## config.mk

```make
export PLATFORM = sky130hd
export DESIGN_NAME = ultrasonic_ranging_sequencer
export DESIGN_NICKNAME = d
export VERILOG_FILES = /design/src/rtl/urs_pkg.sv /design/src/rtl/urs_dist.sv /design/src/rtl/urs_ctrl.sv /design/src/rtl/ultrasonic_ranging_sequencer.sv
export SDC_FILE = /design/constraint.sdc
export NUM_CORES = 1
export LEC_CHECK = 0
export ABC_AREA = 1
export BUFFER_PORTS_ARGS = -buffer_cell sky130_fd_sc_hd__buf_2
export CORE_MARGIN = 2
export CORE_UTILIZATION = 50
export CTS_CLUSTER_DIAMETER = 40
export DETAILED_ROUTE_END_ITERATION = 10
export PLACE_DENSITY_LB_ADDON = 0.2
export SLEW_MARGIN = 15
export SYNTH_ARGS = -nofsm -noshare
export SYNTH_HDL_FRONTEND = slang
export SYNTH_SLANG_ARGS = --single-unit
```

## constraint.sdc

```tcl
create_clock -name clk -period 7.8 [get_ports clk]
set_clock_uncertainty 0.15 [all_clocks]
set_input_delay 1.56 -clock clk [delete_from_list [all_inputs] [get_ports clk]]
set_output_delay 1.56 -clock clk [all_outputs]
set_load 0.05 [all_outputs]
```

## src/rtl/urs_pkg.sv

```systemverilog
// Shared constants, register codes and word types of the ultrasonic ranging sequencer.
package urs_pkg;

  // Sizing of the sequencer.
  localparam int CHANNELS   = 3;
  localparam int TIMER_BITS = 18;
  localparam int DIST_BITS  = 16;

  // Derived widths and limits.
  localparam int CH_W     = (CHANNELS > 1) ? $clog2(CHANNELS) : 1;
  localparam int TW       = (TIMER_BITS > 18) ? TIMER_BITS : 18;
  localparam int DIST_LIM = (DIST_BITS < 16) ? ((1 << DIST_BITS) - 1) : 65535;
  localparam logic [TIMER_BITS-1:0] TIMER_MAX = '1;

  // Configuration register indexes.
  typedef enum logic [2:0] {
    CFG_TRIGGER      = 3'd0,
    CFG_TIMEOUT      = 3'd1,
    CFG_SCALE        = 3'd2,
    CFG_OFFSET_LEFT  = 3'd3,
    CFG_OFFSET_FRONT = 3'd4,
    CFG_OFFSET_RIGHT = 3'd5
  } cfg_reg_t;

  // Sequencer phases, one-hot.
  typedef enum logic [3:0] {
    PH_IDLE = 4'b0001,
    PH_TRIG = 4'b0010,
    PH_WAIT = 4'b0100,
    PH_MEAS = 4'b1000
  } phase_t;

  // Configuration bundle handed to the controller.
  typedef struct packed {
    logic [15:0] trigger_ticks;
    logic [17:0] timeout_ticks;
    logic [15:0] scale_recip;
    logic [9:0]  offset_left_mm;
    logic [9:0]  offset_front_mm;
    logic [9:0]  offset_right_mm;
  } cfg_t;

  // One result word.
  typedef struct packed {
    logic [2:0]  trigger_lines;
    logic        result_valid;
    logic [1:0]  result_channel;
    logic [15:0] distance_mm;
    logic        timed_out;
    logic        busy_res;
  } res_t;

endpackage

```

## src/rtl/urs_dist.sv

```systemverilog
// Echo width to distance conversion: scale, add mounting offset, saturate.
module urs_dist (
  input  logic [urs_pkg::TIMER_BITS-1:0] echo_count,
  input  logic [15:0]                    scale_recip,
  input  logic [9:0]                     offset_mm,
  output logic [15:0]                    distance_mm
);

  localparam int PW = urs_pkg::TIMER_BITS + 16;
  localparam int SW = urs_pkg::TIMER_BITS + 1;

  logic [PW-1:0] prod;
  logic [SW-1:0] sum;

  // Q16 product truncated by the shift, then the offset.
  assign prod = PW'(echo_count) * PW'(scale_recip);
  assign sum  = SW'(prod[PW-1:16]) + SW'(offset_mm);

  // Clamp to the largest distance the result can carry.
  always_comb begin
    if (33'(sum) > 33'(urs_pkg::DIST_LIM)) begin
      distance_mm = 16'(urs_pkg::DIST_LIM);
    end else begin
      distance_mm = 16'(sum);
    end
  end

endmodule

```

## src/rtl/urs_ctrl.sv

```systemverilog
// Ranging controller: per-tick phase logic, counters and stored distances.
module urs_ctrl (
  input  logic              clk,
  input  logic              rst_n,
  input  logic              fire,
  input  logic              start_req,
  input  logic [2:0]        echo_lines,
  input  urs_pkg::cfg_t     cfg,
  output urs_pkg::res_t     res
);

  localparam int CH_W = urs_pkg::CH_W;
  localparam int TB   = urs_pkg::TIMER_BITS;
  localparam int TW   = urs_pkg::TW;

  urs_pkg::phase_t   phase_r, phase_nxt;
  logic [CH_W-1:0]   ch_r, ch_nxt;
  logic [TB-1:0]     tcnt_r, tcnt_nxt;
  logic [TB-1:0]     ecnt_r, ecnt_nxt;
  logic              eprev_r, eprev_nxt;
  logic [15:0]       last_r [urs_pkg::CHANNELS];

  urs_pkg::phase_t   cur_phase;
  logic              echo_bit;
  logic [2:0]        trig_bit;
  logic [9:0]        offset_sel;
  logic [15:0]       meas_dist;
  logic              done;
  logic              meas_done;
  logic              tmo_hit;
  logic              last_ch;

  // Select the active channel's echo, trigger line and offset.
  always_comb begin
    echo_bit   = 1'b0;
    trig_bit   = 3'b000;
    offset_sel = 10'd0;
    if (32'(ch_r) == 0) begin
      echo_bit   = echo_lines[0];
      trig_bit   = 3'b001;
      offset_sel = cfg.offset_left_mm;
    end
    if (32'(ch_r) == 1 && urs_pkg::CHANNELS > 1) begin
      echo_bit   = echo_lines[1];
      trig_bit   = 3'b010;
      offset_sel = cfg.offset_front_mm;
    end
    if (32'(ch_r) == 2 && urs_pkg::CHANNELS > 2) begin
      echo_bit   = echo_lines[2];
      trig_bit   = 3'b100;
      offset_sel = cfg.offset_right_mm;
    end
  end

  urs_dist u_dist (
    .echo_count  (ecnt_r),
    .scale_recip (cfg.scale_recip),
    .offset_mm   (offset_sel),
    .distance_mm (meas_dist)
  );

  assign last_ch = (32'(ch_r) == urs_pkg::CHANNELS - 1);

  // Next state and the result word for the tick in the input register.
  always_comb begin
    cur_phase = phase_r;
    if (phase_r == urs_pkg::PH_IDLE && start_req) begin
      cur_phase = urs_pkg::PH_TRIG;
    end

    phase_nxt = cur_phase;
    ch_nxt    = ch_r;
    tcnt_nxt  = tcnt_r;
    ecnt_nxt  = ecnt_r;
    eprev_nxt = eprev_r;
    meas_done = 1'b0;
    tmo_hit   = 1'b0;
    done      = 1'b0;
    res       = '0;

    if (cur_phase != urs_pkg::PH_IDLE) begin
      res.busy_res = 1'b1;
      if (tcnt_r != urs_pkg::TIMER_MAX) begin
        tcnt_nxt = tcnt_r + TB'(1);
      end

      case (cur_phase)
        urs_pkg::PH_TRIG: begin
          res.trigger_lines = trig_bit;
          if (TW'(tcnt_nxt) >= TW'(cfg.trigger_ticks)) begin
            phase_nxt = urs_pkg::PH_WAIT;
          end
        end
        urs_pkg::PH_WAIT: begin
          if (echo_bit && !eprev_r) begin
            phase_nxt = urs_pkg::PH_MEAS;
            ecnt_nxt  = TB'(1);
          end
        end
        urs_pkg::PH_MEAS: begin
          if (echo_bit) begin
            if (ecnt_r != urs_pkg::TIMER_MAX) begin
              ecnt_nxt = ecnt_r + TB'(1);
            end
          end else begin
            meas_done = 1'b1;
          end
        end
        default: begin
          phase_nxt = urs_pkg::PH_IDLE;
        end
      endcase
      eprev_nxt = echo_bit;

      // The timeout limit is clamped to the counter's ceiling.
      tmo_hit = !meas_done &&
                ((TW'(tcnt_nxt) >= TW'(cfg.timeout_ticks)) ||
                 (tcnt_nxt == urs_pkg::TIMER_MAX));
      done = meas_done || tmo_hit;

      if (done) begin
        res.result_valid   = 1'b1;
        res.result_channel = 2'(ch_r);
        res.timed_out      = tmo_hit;
        res.distance_mm    = meas_done ? meas_dist : last_r[ch_r];
        tcnt_nxt  = '0;
        ecnt_nxt  = '0;
        eprev_nxt = 1'b0;
        if (last_ch) begin
          phase_nxt = urs_pkg::PH_IDLE;
          ch_nxt    = '0;
        end else begin
          phase_nxt = urs_pkg::PH_TRIG;
          ch_nxt    = ch_r + CH_W'(1);
        end
      end
    end
  end

  // State registers advance once per processed tick.
  always_ff @(posedge clk) begin
    if (!rst_n) begin
      phase_r <= urs_pkg::PH_IDLE;
      ch_r    <= '0;
      tcnt_r  <= '0;
      ecnt_r  <= '0;
      eprev_r <= 1'b0;
      for (int i = 0; i < urs_pkg::CHANNELS; i++) begin
        last_r[i] <= '0;
      end
    end else if (fire) begin
      phase_r <= phase_nxt;
      ch_r    <= ch_nxt;
      tcnt_r  <= tcnt_nxt;
      ecnt_r  <= ecnt_nxt;
      eprev_r <= eprev_nxt;
      if (meas_done) begin
        last_r[ch_r] <= meas_dist;
      end
    end
  end

endmodule

```

## src/rtl/ultrasonic_ranging_sequencer.sv

```systemverilog
// Top level: configuration registers, input register, controller and result register.
//
//   channel | direction | handshake           | payload
//   in_     | input     | in_valid/in_ready   | start_req, echo_lines
//   out_    | output    | out_valid/out_ready | trigger_lines .. busy_res
//   cfg_    | input     | cfg_we              | cfg_idx, cfg_wdata
//
// Every input word (one time-base tick) yields exactly one result word.
// A word moves from the input register to the result register when it is processed,
// which a stalled result can delay; one word is accepted per cycle while the result
// register is free or being drained.
// Reset is synchronous and returns the sequencer to idle with stored distances
// cleared. A stalled result holds the pipeline; the input register still
// accepts one word while the result waits.
module ultrasonic_ranging_sequencer (
  input  logic        clk,
  input  logic        rst_n,
  input  logic        in_valid,
  output logic        in_ready,
  input  logic        in_start_req,
  input  logic [2:0]  in_echo_lines,
  output logic        out_valid,
  input  logic        out_ready,
  output logic [2:0]  out_trigger_lines,
  output logic        out_result_valid,
  output logic [1:0]  out_result_channel,
  output logic [15:0] out_distance_mm,
  output logic        out_timed_out,
  output logic        out_busy_res,
  input  logic        cfg_we,
  input  logic [2:0]  cfg_idx,
  input  logic [17:0] cfg_wdata
);

  urs_pkg::cfg_t cfg_r;
  logic          in_vld_r;
  logic          in_start_r;
  logic [2:0]    in_echo_r;
  logic          out_vld_r;
  urs_pkg::res_t res_r;
  urs_pkg::res_t res;
  logic          fire;

  // Configuration registers.
  always_ff @(posedge clk) begin
    if (!rst_n) begin
      cfg_r.trigger_ticks   <= 16'd1000;
      cfg_r.timeout_ticks   <= 18'd200000;
      cfg_r.scale_recip     <= 16'd11299;
      cfg_r.offset_left_mm  <= 10'd140;
      cfg_r.offset_front_mm <= 10'd180;
      cfg_r.offset_right_mm <= 10'd140;
    end else if (cfg_we) begin
      case (cfg_idx)
        urs_pkg::CFG_TRIGGER:      cfg_r.trigger_ticks   <= cfg_wdata[15:0];
        urs_pkg::CFG_TIMEOUT:      cfg_r.timeout_ticks   <= cfg_wdata;
        urs_pkg::CFG_SCALE:        cfg_r.scale_recip     <= cfg_wdata[15:0];
        urs_pkg::CFG_OFFSET_LEFT:  cfg_r.offset_left_mm  <= cfg_wdata[9:0];
        urs_pkg::CFG_OFFSET_FRONT: cfg_r.offset_front_mm <= cfg_wdata[9:0];
        urs_pkg::CFG_OFFSET_RIGHT: cfg_r.offset_right_mm <= cfg_wdata[9:0];
        default: begin
        end
      endcase
    end
  end

  // A tick is processed when the result register is free or being drained.
  assign fire     = in_vld_r && (!out_vld_r || out_ready);
  assign in_ready = !in_vld_r || fire;

  // Input register.
  always_ff @(posedge clk) begin
    if (!rst_n) begin
      in_vld_r <= 1'b0;
    end else if (in_ready) begin
      in_vld_r <= in_valid;
    end
  end

  always_ff @(posedge clk) begin
    if (in_valid && in_ready) begin
      in_start_r <= in_start_req;
      in_echo_r  <= in_echo_lines;
    end
  end

  urs_ctrl u_ctrl (
    .clk        (clk),
    .rst_n      (rst_n),
    .fire       (fire),
    .start_req  (in_start_r),
    .echo_lines (in_echo_r),
    .cfg        (cfg_r),
    .res        (res)
  );

  // Result register.
  always_ff @(posedge clk) begin
    if (!rst_n) begin
      out_vld_r <= 1'b0;
    end else if (fire) begin
      out_vld_r <= 1'b1;
    end else if (out_ready) begin
      out_vld_r <= 1'b0;
    end
  end

  always_ff @(posedge clk) begin
    if (fire) begin
      res_r <= res;
    end
  end

  assign out_valid          = out_vld_r;
  assign out_trigger_lines  = res_r.trigger_lines;
  assign out_result_valid   = res_r.result_valid;
  assign out_result_channel = res_r.result_channel;
  assign out_distance_mm    = res_r.distance_mm;
  assign out_timed_out      = res_r.timed_out;
  assign out_busy_res       = res_r.busy_res;

endmodule

```

==> impl_metrics.prom <==
# TYPE chip_impl_metric gauge
chip_impl_info{name="status",value="completed"} 1
chip_impl_info{name="rsz0062_at_grt",value="yes"} 1
chip_impl_metric{name="finalHoldViolCount",unit=""} 0
chip_impl_metric{name="syn-cell-area",unit="sq mm"} 0.0217
chip_impl_metric{name="slew-limit-headroom",unit=""} 0.247
chip_impl_info{name="cts-root-buf",value="sky130_fd_sc_hd__clkbuf_16"} 1
chip_impl_metric{name="synth_compound_area_frac",unit=""} 0.0735
chip_impl_metric{name="yosys.area_share.simple",unit=""} 0.231
chip_impl_metric{name="synth.lib_cells_used.distinct",unit=""} 54
chip_impl_metric{name="power.density",unit="mW/mm^2"} 112
chip_impl_metric{name="critical_path_required",unit="ns"} 7.96
chip_impl_metric{name="flow.area_growth_from_synthesis",unit="%"} 14.9
chip_impl_metric{name="maxCapViolCount",unit=""} 0
chip_impl_metric{name="met3_usage",unit=""} 0.0176
chip_impl_metric{name="non_filler_instances",unit=""} 3573
chip_impl_metric{name="drt-total-wl",unit="mm"} 56.2
chip_impl_info{name="ys.flop_type",value="sky130_fd_sc_hd__dfxtp_1"} 1
chip_impl_info{name="cts_tree",value="yes"} 1
chip_impl_metric{name="crit_path_max_incr_delay",unit="ns"} 0.58
chip_impl_metric{name="die_width",unit="microns"} 212
chip_impl_metric{name="clkPwrFrac",unit=""} 0.496
chip_impl_metric{name="pre_repair_dr_iteration_count",unit=""} 5
chip_impl_metric{name="grt.met2_usage",unit=""} 0.441
chip_impl_metric{name="yosys-mux-area-fraction",unit=""} 0
chip_impl_metric{name="ys_async_sr_fraction",unit=""} 0
chip_impl_metric{name="globalRouteMet1Util",unit=""} 0.343
chip_impl_metric{name="synth_xor_xnor_area_share",unit=""} 0.0210
chip_impl_metric{name="gr-total-overflow",unit=""} 0
chip_impl_metric{name="layout_min_cycle_time",unit="ns"} 7.63
chip_impl_metric{name="detail-route-antenna-nets",unit=""} 0
chip_impl_metric{name="row_count",unit=""} 76
chip_impl_metric{name="first_pass_grt_wire_length",unit="mm"} 92.4
chip_impl_metric{name="worst_hold_path_stage_count",unit=""} 2
chip_impl_metric{name="groute.usage.overall",unit=""} 0.255
chip_impl_metric{name="fillCellCount",unit=""} 3940
chip_impl_metric{name="p_int",unit="mW"} 2.11
chip_impl_metric{name="max_slew_violation_total_from_the_final_report",unit=""} 0
chip_impl_metric{name="yosysSeqAreaShare",unit=""} 0.245
chip_impl_metric{name="final_layout_size_suffix_gt1_frac",unit=""} 0.144
chip_impl_info{name="most_used_standard_cell_by_instance_count_after_synthesis",value="sky130_fd_sc_hd__nand2_1"} 1
chip_impl_info{name="crit_top_cell",value="sky130_fd_sc_hd__inv_2"} 1
chip_impl_info{name="post_synth_main_area_contributors",value="sky130_fd_sc_hd__fa_1 (20%), sky130_fd_sc_hd__edfxtp_1 (13%), sky130_fd_sc_hd__nand2_1 (13%), sky130_fd_sc_hd__dfxtp_1 (12%), sky130_fd_sc_hd__inv_1 (11%)"} 1
chip_impl_info{name="yosys.area.top_type",value="sky130_fd_sc_hd__fa_1"} 1
chip_impl_metric{name="reg2regPathDepth",unit=""} 39
chip_impl_info{name="top_usage_layer",value="met2"} 1
chip_impl_metric{name="synth_cells",unit=""} 2877
chip_impl_metric{name="synth_adder_area_share",unit=""} 0.294
chip_impl_metric{name="io_buffer_count",unit=""} 55
chip_impl_metric{name="first_global_vias",unit=""} 18539
chip_impl_metric{name="crit_fanout",unit=""} 8
chip_impl_metric{name="detail_route.wl_per_cell",unit="microns"} 15.7
chip_impl_metric{name="detailedPlace.worstSlack",unit="ns"} -0.236
chip_impl_metric{name="p_sw",unit="uW"} 678
chip_impl_metric{name="globalplace.congestion",unit=""} 0.911
chip_impl_metric{name="clock_tree.buffer_depth",unit=""} 3
chip_impl_metric{name="ff_latch_area",unit="sq mm"} 0.00539
chip_impl_metric{name="final-setup-viol-count",unit=""} 0
chip_impl_metric{name="seq_power_share",unit=""} 0.445
chip_impl_metric{name="placed_instance_area",unit="sq mm"} 0.0230
chip_impl_metric{name="cts.htree.levels",unit=""} 1
chip_impl_metric{name="detailedRoute.firstIterationViolations",unit=""} 1133
chip_impl_metric{name="clk_pin_slew_worst_paths",unit="ns"} 0.06
chip_impl_metric{name="layout_worst_path_cycle_share",unit=""} 0.978
chip_impl_metric{name="postSynthRegisterBits",unit=""} 219
chip_impl_metric{name="route.detailed.vias_per_inst",unit=""} 5.12
chip_impl_metric{name="fmax",unit="MHz"} 131
chip_impl_metric{name="max-vdd-ir-drop",unit="uV"} 176
chip_impl_info{name="worst-setup-path-type",value="flop to flop"} 1
chip_impl_metric{name="synth_enable_flop_cells",unit=""} 92
chip_impl_metric{name="ios",unit=""} 56
chip_impl_metric{name="route.vias.total",unit=""} 18303
chip_impl_metric{name="antenna-diode-count",unit=""} 0
chip_impl_metric{name="grt_max_degree",unit=""} 87
chip_impl_info{name="worstSetupEndpointType",value="flop"} 1
chip_impl_metric{name="power_switching_share",unit=""} 0.243
chip_impl_metric{name="layout.cell_area.non_filler",unit="sq mm"} 0.0249
chip_impl_metric{name="cts_inserted_buffers",unit=""} 30
chip_impl_info{name="commonest_cells_in_the_netlist",value="sky130_fd_sc_hd__nand2_1 (735), sky130_fd_sc_hd__inv_1 (626), sky130_fd_sc_hd__nor2_1 (239)"} 1
chip_impl_metric{name="placeableCoreArea",unit="sq mm"} 0.0430
chip_impl_metric{name="mappedNetlistNets",unit=""} 3283
chip_impl_metric{name="clock_insertion_delay_worst_skew",unit="ns"} 0.56
chip_impl_metric{name="floorplan.initialDensity",unit=""} 0.505
chip_impl_metric{name="die-height",unit="microns"} 212
chip_impl_metric{name="multi_input_gate_area",unit="sq mm"} 0.0139
chip_impl_metric{name="leak",unit="nW"} 13.0
chip_impl_metric{name="worst_pin_slew",unit="ns"} 1.13
chip_impl_metric{name="critPathArrivalTime",unit="ns"} 7.79
chip_impl_metric{name="dp_hpwl",unit="mm"} 42.6
chip_impl_metric{name="synth_top_area_frac",unit=""} 0.205
chip_impl_metric{name="placedCellCount",unit=""} 3490
chip_impl_metric{name="drcViolationCount",unit=""} 0
chip_impl_info{name="path_category_of_the_worst_min_delay_check",value="flop to flop"} 1
chip_impl_metric{name="finalNetCount",unit=""} 3373
chip_impl_metric{name="overall_power",unit="mW"} 2.79
chip_impl_metric{name="layout_setup_ws",unit="ns"} 0.170
chip_impl_info{name="startpoint_type",value="flop"} 1
chip_impl_metric{name="fp.dieArea",unit="sq mm"} 0.0451
chip_impl_metric{name="yosysWarnings",unit=""} 0
chip_impl_metric{name="comb_power_share",unit=""} 0.059
chip_impl_info{name="crit_path_top_delay_cell",value="sky130_fd_sc_hd__fa_1"} 1
chip_impl_metric{name="antenna_found_initial",unit=""} 0
chip_impl_metric{name="cts.sink_count",unit=""} 219
chip_impl_metric{name="syn_avg_cell_area",unit="sq um"} 7.54
chip_impl_info{name="largest_family_of_logic_cells_by_synthesized_area",value="adder cells"} 1
[state kept, by name, indices dropped and copies added, names as in the netlist, 3 cells and up, named ones only]
register / cells
u_ctrl.tcnt_r: 18
u_ctrl.last_r: 64
in_echo_r: 3
out_distance_mm: 16
out_trigger_lines: 3
cfg_r: 80
u_ctrl.phase_r: 4
u_ctrl.ecnt_r: 18
[layout by cell type (no fill, tap or decap), types with 15 or more instances in the layout]
master,instances
sky130_fd_sc_hd__o32ai_1,16
sky130_fd_sc_hd__xor2_1,32
sky130_fd_sc_hd__nor2_1,233
sky130_fd_sc_hd__ha_1,141
sky130_fd_sc_hd__inv_1,610
sky130_fd_sc_hd__fa_1,217
sky130_fd_sc_hd__nand3_1,88
sky130_fd_sc_hd__inv_2,25
sky130_fd_sc_hd__nor3_1,15
sky130_fd_sc_hd__dfxtp_4,20
sky130_fd_sc_hd__edfxtp_1,92
sky130_fd_sc_hd__buf_4,110
sky130_fd_sc_hd__nand2_4,23
sky130_fd_sc_hd__nand2_2,43
sky130_fd_sc_hd__nand4_1,35
sky130_fd_sc_hd__buf_2,55
sky130_fd_sc_hd__o21ai_0,93
sky130_fd_sc_hd__dfxtp_1,96
sky130_fd_sc_hd__nand2_1,688
sky130_fd_sc_hd__clkbuf_16,35
sky130_fd_sc_hd__a21oi_1,112
sky130_fd_sc_hd__xnor2_1,17
[through the flow]
step / utilization / TNS, ns / hold WS [ns]
after global routing: 0.580 / -13.68 / 0.333
final: 0.580 / 0 / 0.314
after global placement: 0.535 / -9.36 / 0.290
after floorplan: - / 0 / 0.279
after detailed placement: 0.535 / -11.84 / 0.298
after CTS: 0.562 / 0 / 0.314
[power groups by stage]
stage | registers [mW] | clock network [mW] | logic (mW)
6_report | 1.24 | 1.38 | 0.165
4_1_cts | 1.24 | 1.40 | 0.157
5_1_grt | 1.24 | 1.44 | 0.181
3_3_place_gp | 1.27 | 0 | 0.152
3_5_place_dp | 1.27 | 0 | 0.154
2_1_floorplan | 1.27 | 0 | 0.0864
[layer usage]
layer	wire length, microns	vias to the layer above	share of wire
met5	0	-	0
met4	1670	0	0.030
met3	2920	110	0.052
met2	27000	483	0.48
met1	24600	8787	0.44
li1	-	8923	-
[what timing repair did]
| action | 4_1_cts | 5_1_grt |
|---|---|---|
| cloned | 1 | 1 |
| gates resized for setup | 37 | 157 |
| buffers inserted | 5 | 23 |
| hold buffers | 0 | 0 |
| pin swaps | 9 | 65 |
| setup endpoints to repair | 80 | 80 |
[critical path: cells and delay by family, from the launching register on]
family,cells,cell delay [ns]
AOI/OAI and AO/OA,5,0.90
adders and majority gates,8,3.69
and+or+nand+nor,13,0.96
xor gates and xnor gates,1,0.27
buffers and inverters,12,1.01
DFF,1,0.38
[cell type report]
cell class	instances	share of cell area
Clock buffer	35	0.0338
Clock inverter	18	0.00668
Inverter	637	0.0959
Multi-Input combinational cell	1893	0.559
Sequential cell	219	0.216
Tap cell	585	0.0294
Timing Repair Buffer	186	0.0589
[final timing paths]
kind / slack (ns) / startpoint / to
max: 0.17 / u_ctrl.ecnt_r[7] / u_ctrl.last_r[1][7]
min: 0.31 / cfg_r[23] / cfg_r[23]
max reg2reg: 0.17 / u_ctrl.ecnt_r[7] / u_ctrl.last_r[1][7]
min reg2reg: 0.31 / cfg_r[23] / cfg_r[23]
[cell families after synthesis]
logic type      Yosys count
simple gates           1185
flops                   219
fa+ha+maj               376
xor+xnor                 52
buf+inv                 765
compound gates          280
No activity file was read; power rests on OpenSTA's default activity.
